File: src/sv/lru_fr_pkg.sv
// ----------------------------------------------------------------------------
// lru_fr_pkg
// shared constants and types for the lru frame replacer
// ----------------------------------------------------------------------------
package lru_fr_pkg;

  localparam int unsigned FramesDef = 64;  // default number of frames
  localparam int unsigned FrameW    = 6;   // width of a frame number field
  localparam int unsigned CountW    = 7;   // width of the set size field
  localparam int unsigned ActionW   = 2;   // width of the action code

  // action codes, the fourth code is a no-op
  localparam logic [ActionW-1:0] ActEvict = 2'd0;
  localparam logic [ActionW-1:0] ActPin   = 2'd1;
  localparam logic [ActionW-1:0] ActUnpin = 2'd2;

  typedef enum logic {
    ST_IDLE,
    ST_EXEC
  } state_e;

endpackage

File: src/sv/lru_frame_replacer.sv
// ----------------------------------------------------------------------------
// lru_frame_replacer
// lru set of evictable frames kept as a doubly linked list in two link rams
// ----------------------------------------------------------------------------
//
// channel  dir  tdata (low bit up)                 tuser
// s_axis   in   frame[5:0], zero pad [7:6]         action[1:0]
// m_axis   out  victim_frame[5:0],                 ok[0]
//               evictable_count[12:6], pad [15:13]
//
// each item passes through idle and exec: the accept cycle in idle issues the
//   reads of the next and prev link rams, the exec state uses the read data,
//   writes each ram at most once and loads the output register
// the link rams have one write and one read port each; a stalled output
//   holds the exec state, and no new item is accepted while in it
// reset clears the membership flops, the list ends and the set size; the
//   link rams are not cleared
// frames at or above FRAMES are ignored by pin and unpin
//
module lru_frame_replacer #(
  parameter int unsigned FRAMES = lru_fr_pkg::FramesDef
) (
  input  logic        clk_i,
  input  logic        rst_ni,
  // input items
  input  logic        s_axis_tvalid,
  output logic        s_axis_tready,
  input  logic [7:0]  s_axis_tdata,   // [5:0] frame, [7:6] zero
  input  logic [1:0]  s_axis_tuser,   // [1:0] action
  // result items
  output logic        m_axis_tvalid,
  input  logic        m_axis_tready,
  output logic [15:0] m_axis_tdata,   // [5:0] victim_frame, [12:6] evictable_count
  output logic        m_axis_tuser    // [0] ok
);

  // only frame numbers that fit the frame field can ever join the set
  localparam int unsigned MaxFrames = 1 << lru_fr_pkg::FrameW;
  localparam int unsigned Depth     = (FRAMES < MaxFrames) ? FRAMES : MaxFrames;
  localparam int unsigned IdxW      = (Depth > 1) ? $clog2(Depth) : 1;
  localparam int unsigned CntW      = $clog2(Depth + 1);

  typedef logic [IdxW-1:0] idx_t;
  typedef logic [CntW-1:0] cnt_t;

  lru_fr_pkg::state_e state_q, state_d;

  // item held for the exec state
  logic [lru_fr_pkg::ActionW-1:0] act_q;
  idx_t                           frm_q;
  logic                           in_range_q;

  // list ends and size
  idx_t oldest_q, oldest_d;
  idx_t newest_q, newest_d;
  cnt_t size_q, size_d;
  logic [Depth-1:0] member_q, member_d;

  // link rams
  idx_t next_mem [Depth];
  idx_t prev_mem [Depth];
  idx_t rd_addr;
  idx_t next_rd_q, prev_rd_q;
  logic next_we, prev_we;
  idx_t next_waddr, next_wdata, prev_waddr, prev_wdata;

  // output register
  logic                           out_valid_q;
  logic                           out_ok_q;
  logic [lru_fr_pkg::FrameW-1:0]  out_victim_q;
  logic [lru_fr_pkg::CountW-1:0]  out_count_q;

  logic in_fire, out_free, done;
  logic in_range;
  logic [lru_fr_pkg::ActionW-1:0] in_act;
  logic [lru_fr_pkg::FrameW-1:0]  in_frame;
  logic is_member, do_unlink, do_append, evict_hit;

  assign in_act   = s_axis_tuser;
  assign in_frame = s_axis_tdata[lru_fr_pkg::FrameW-1:0];
  assign in_range = ({1'b0, in_frame} < (lru_fr_pkg::FrameW + 1)'(Depth));

  assign in_fire  = s_axis_tvalid && s_axis_tready;
  assign out_free = !out_valid_q || m_axis_tready;
  assign done     = (state_q == lru_fr_pkg::ST_EXEC) && out_free;

  // next state
  always_comb begin
    state_d = state_q;
    case (state_q)
      lru_fr_pkg::ST_IDLE: begin
        if (in_fire) state_d = lru_fr_pkg::ST_EXEC;
      end
      lru_fr_pkg::ST_EXEC: begin
        if (out_free) state_d = lru_fr_pkg::ST_IDLE;
      end
      default: state_d = lru_fr_pkg::ST_IDLE;
    endcase
  end

  // handshake outputs
  always_comb begin
    s_axis_tready = 1'b0;
    case (state_q)
      lru_fr_pkg::ST_IDLE: s_axis_tready = 1'b1;
      lru_fr_pkg::ST_EXEC: s_axis_tready = 1'b0;
      default:             s_axis_tready = 1'b0;
    endcase
  end

  // read address: the oldest frame on evict, else the named frame
  always_comb begin
    if (state_q == lru_fr_pkg::ST_IDLE) begin
      rd_addr = (in_act == lru_fr_pkg::ActEvict) ? oldest_q : in_frame[IdxW-1:0];
    end else begin
      rd_addr = frm_q;
    end
  end

  // list update in the exec state, next_rd_q and prev_rd_q are the read links of frm_q
  always_comb begin
    is_member = member_q[frm_q];
    evict_hit = (act_q == lru_fr_pkg::ActEvict) && (size_q != '0);
    do_unlink = evict_hit ||
                ((act_q == lru_fr_pkg::ActPin) && in_range_q && is_member);
    do_append = (act_q == lru_fr_pkg::ActUnpin) && in_range_q && !is_member;

    oldest_d   = oldest_q;
    newest_d   = newest_q;
    size_d     = size_q;
    member_d   = member_q;
    next_we    = 1'b0;
    next_waddr = prev_rd_q;
    next_wdata = next_rd_q;
    prev_we    = 1'b0;
    prev_waddr = next_rd_q;
    prev_wdata = prev_rd_q;

    if (do_unlink) begin
      // bypass the frame on both sides, or move a list end
      if (frm_q == oldest_q) oldest_d = next_rd_q;
      else                   next_we  = 1'b1;
      if (frm_q == newest_q) newest_d = prev_rd_q;
      else                   prev_we  = 1'b1;
      member_d[frm_q] = 1'b0;
      size_d          = size_q - cnt_t'(1);
    end else if (do_append) begin
      if (size_q == '0) begin
        oldest_d = frm_q;
      end else begin
        // hook behind the current newest frame
        next_we    = 1'b1;
        next_waddr = newest_q;
        next_wdata = frm_q;
        prev_we    = 1'b1;
        prev_waddr = frm_q;
        prev_wdata = newest_q;
      end
      newest_d        = frm_q;
      member_d[frm_q] = 1'b1;
      size_d          = size_q + cnt_t'(1);
    end
  end

  // link rams, one write and one registered read each
  always_ff @(posedge clk_i) begin
    if (done && next_we) next_mem[next_waddr] <= next_wdata;
    next_rd_q <= next_mem[rd_addr];
  end

  always_ff @(posedge clk_i) begin
    if (done && prev_we) prev_mem[prev_waddr] <= prev_wdata;
    prev_rd_q <= prev_mem[rd_addr];
  end

  // control state
  always_ff @(posedge clk_i or negedge rst_ni) begin
    if (!rst_ni) begin
      state_q     <= lru_fr_pkg::ST_IDLE;
      oldest_q    <= '0;
      newest_q    <= '0;
      size_q      <= '0;
      member_q    <= '0;
      out_valid_q <= 1'b0;
    end else begin
      state_q <= state_d;
      if (done) begin
        oldest_q <= oldest_d;
        newest_q <= newest_d;
        size_q   <= size_d;
        member_q <= member_d;
      end
      if (done)               out_valid_q <= 1'b1;
      else if (m_axis_tready) out_valid_q <= 1'b0;
    end
  end

  // item and result payload
  always_ff @(posedge clk_i) begin
    if (in_fire) begin
      act_q      <= in_act;
      frm_q      <= rd_addr;
      in_range_q <= in_range;
    end
    if (done) begin
      out_ok_q     <= evict_hit;
      out_victim_q <= evict_hit ? lru_fr_pkg::FrameW'(frm_q) : '0;
      out_count_q  <= lru_fr_pkg::CountW'(size_d);
    end
  end

  assign m_axis_tvalid = out_valid_q;
  assign m_axis_tuser  = out_ok_q;
  assign m_axis_tdata  = {3'b000, out_count_q, out_victim_q};

endmodule

File: config.mk
export PLATFORM = sky130hd
export DESIGN_NAME = lru_frame_replacer
export DESIGN_NICKNAME = d
export VERILOG_FILES = /design/src/sv/lru_fr_pkg.sv /design/src/sv/lru_frame_replacer.sv
export SDC_FILE = /design/constraint.sdc
export NUM_CORES = 1
export LEC_CHECK = 0
export ABC_AREA = 1
export BUFFER_PORTS_ARGS = -buffer_cell sky130_fd_sc_hd__buf_2
export CAP_MARGIN = 5
export CORE_UTILIZATION = 44
export DETAILED_ROUTE_END_ITERATION = 16
export MAX_ROUTING_LAYER = met4
export PLACE_DENSITY = 0.71
export SETUP_SLACK_MARGIN = 0.4
export SLEW_MARGIN = 5
export SYNTH_ARGS = -nofsm -noshare
export SYNTH_HDL_FRONTEND = slang
export SYNTH_SLANG_ARGS = --single-unit
export TNS_END_PERCENT = 50
File: constraint.sdc
create_clock -name clk_i -period 4.85 [get_ports clk_i]
set_input_delay 0 -clock clk_i [delete_from_list [all_inputs] [get_ports clk_i]]
set_output_delay 0 -clock clk_i [all_outputs]
set_load 0.02 [all_outputs]
==> out/results.ini <==
[timing]
rsz0062_at_grt = yes
skew_ps = 39.8
period_needed_ps = 4190
fin_crit_sh_pct = 86.5
slew_headroom_pct = 11.8
setup_viol = 0
clock.fmax_mhz = 238
final.setup.tns_ps = 0
tightest_slew_ps = 1320
hold_viol = 0
final-max-slew-violation-count = 0
hold-worst-slack_ps = 54.7

[logic_synthesis]
ys_types = 41
syn_avg_cell_area_um2 = 11.6
synthTopCellsByArea = edfxtp_1 (61%), o211ai_1 (7.4%), nand3_1 (5.7%)
yosys.area_share.simple_pct = 18.4
netlist.area_leader.share_pct = 61.3
postSynth.asyncResetShare_pct = 9.58
synth-edff-count = 790
synth_xor_area_share_pct = 0.317
yosys_warnings = 0
muxShareOfSynthArea_pct = 0
synth_area_um2 = 38700
ys_seq_area_share_pct = 67.5
synth_top_family_by_area = simple AND/OR/NAND/NOR gates
synthAdderAreaFrac_pct = 0.0647
synth_area_leader_cell = edfxtp_1
synthCells = 3329
synth_compound_area_share_pct = 9.29
ys_ff_latch = 887
ys.flop_type = edfxtp_1

[routing]
drt_iter0_drc = 2595
wl_per_cell_um = 20.4
dr_total_vias = 25500
first_pass_iters = 6
via_per_inst = 5.66
route.detailed.drc = 0
wl_um = 91900
ant_nets = 0

[clock_network]
root_buffer = clkbuf_16
cts.path.max_buffers = 3
h-tree-depth = 3
cts_tree = built
cts.sinks = 887
cts_made_buffers = 88
worst_setup_hold_path_clk_slew_ps = 60
clk_latency_ps = 670

[power_and_ir_drop]
power_w = 0.0270
power-per-cell-area_nw_per_um2 = 631
peakVddDrop_mv = 0.555
p_leak_nw = 14.7

[floorplanning]
die_area_um2 = 89100
io_pins = 33
die_w_um = 298
start_util_pct = 44.5
core_area_um2 = 86900
die_y_um = 298
num_rows = 108

[setup_path]
crit_chain = nand2_1, inv_1, nand3_1, nand2_1, o21ai_1, nand2_1, nor2_4, nand3_4, nor2_1, inv_1, nand2_1, nand2_1, inv_2, nand2_1, nor2_2
cp-end-kind = flip-flop
critPathMaxFanout = 22
crit_type = reg2reg
cp_slowest_stage_delay_ps = 540
worstSetupStartpointType = flip-flop
rr_worst_depth = 15
worst_path_max_delay_cell = edfxtp_1
cp.required_ps = 5160
path_common_cell = nand2_1
cp.arrival_ps = 4500

[outcome]
outcome = complete, no violations

[cells_and_area]
synthToLayoutAreaGrowth_pct = 10.6
final_net_count = 3304
diodes = 0
post-route-util_pct = 49.2
mostFrequentLayoutCells = edfxtp_1 (790), nand2_1 (456), nand3_1 (443), o211ai_1 (379), or2_2 (314)
final_common_cell = edfxtp_1
instances_no_fill = 4513
drive_gt1_share_pct = 17.2

[placed_design]
placed_cells = 4345
globalplace.congestion = 0.912
dp_hpwl_um = 53000
port_buffers = 27

[flow_run]
drv_cap = 0

[hold_path]
hold_class = in2reg
min_path_cells = 4

[global_routing]
grt_start_max_net_pins = 212
grt_util_all_layers_pct = 21.0
grt_overflow_total = 0
antenna_found_initial = 0
first_global_vias = 24600
grt_pass1_wl_um = 141000

[stage by stage]
step / cell area, µm² / setup WS [ps]
detailed placement: 39900 / 302
CTS: 42700 / 334
global placement: 39900 / 363
finish: 42800 / 656
global route: 42800 / 369
floorplan: 38700 / 847
[area by class of cell]
| class | instances | area, µm² |
|---|---|---|
| fill | 7472 | 44100 |
| inverter | 214 | 820 |
| clock inverter | 52 | 417 |
| clock buffer | 108 | 2290 |
| timing repair buffer | 87 | 703 |
| tap | 1155 | 1450 |
| sequential | 887 | 26100 |
| multi-input combinational | 2010 | 11000 |
[sequential cells by signal, indices dropped and copies added, names as in the netlist, named ones only]
register       flops
oldest_q           6
prev_rd_q          6
frm_q              6
next_mem         384
act_q              2
m_axis_tuser       1
out_victim_q       6
newest_q           6
size_q             7
out_count_q        7
prev_mem         384
m_axis_tvalid      1
next_rd_q          6
state_q            1
[synth_stat cells, drive strengths merged (12+ instances only)]
cell      n
nor2    187
xor2     12
dfrtp    85
nand4    35
nor3     27
o21ai   124
inv     211
or2     317
o211ai  379
nand2   463
dfxtp    12
buf      58
clkbuf  163
edfxtp  790
nand3   445
[final timing paths]
check / start / to / slack (ps)
worst min-delay path: s_axis_tdata[5] / frm_q[5] / 50
worst max-delay path: frm_q[1] / prev_mem[48][3] / 660
worst max register to register: frm_q[1] / prev_mem[48][3] / 660
max in group asynchronous: rst_ni / size_q[1] / 3800
min in group asynchronous: rst_ni / async pin / 370
worst min register to register: oldest_q[3] / oldest_q[3] / 470
[metal layers]
metal  wire (µm)  vias up  track usage [%]
li1            -    11900                -
met1       38600    12300             28.2
met2       43400     1095             33.0
met3        7100      206             2.97
met4        2770        0             7.08
met5           0        -                -
[critical path, delay by kind of cell, from the launching register on]
family	cells	cell delay [ps]
AOI/OAI and AO/OA	1	240
buffers and inverters	3	460
DFF	1	540
and+or+nand+nor	11	2570
[where the power goes]
part           internal [W]  switching, W  total (W)
sequential           0.0101      0.000300     0.0104
clock               0.00349       0.00290    0.00639
combinational       0.00269       0.00746     0.0102
[cells by family (layout without fill, tap and decap cells)]
kind of cell    count (synthesis)  in the layout
compound gates                513            513
xor+xnor                       14             14
fa+ha+maj                       2              2
buf+inv                       435            461
flops                         887            887
other cells                     1              3
simple gates                 1477           1478
[repair_timing]
item                                    CTS  global route
hold endpoints to repair                100             0
gates cloned                              0             1
endpoints found under the setup margin   36           776
setup buffers                             0             0
gates resized for setup                   2            20
hold buffers                              7             0
No activity file was read; power rests on OpenSTA's default activity.
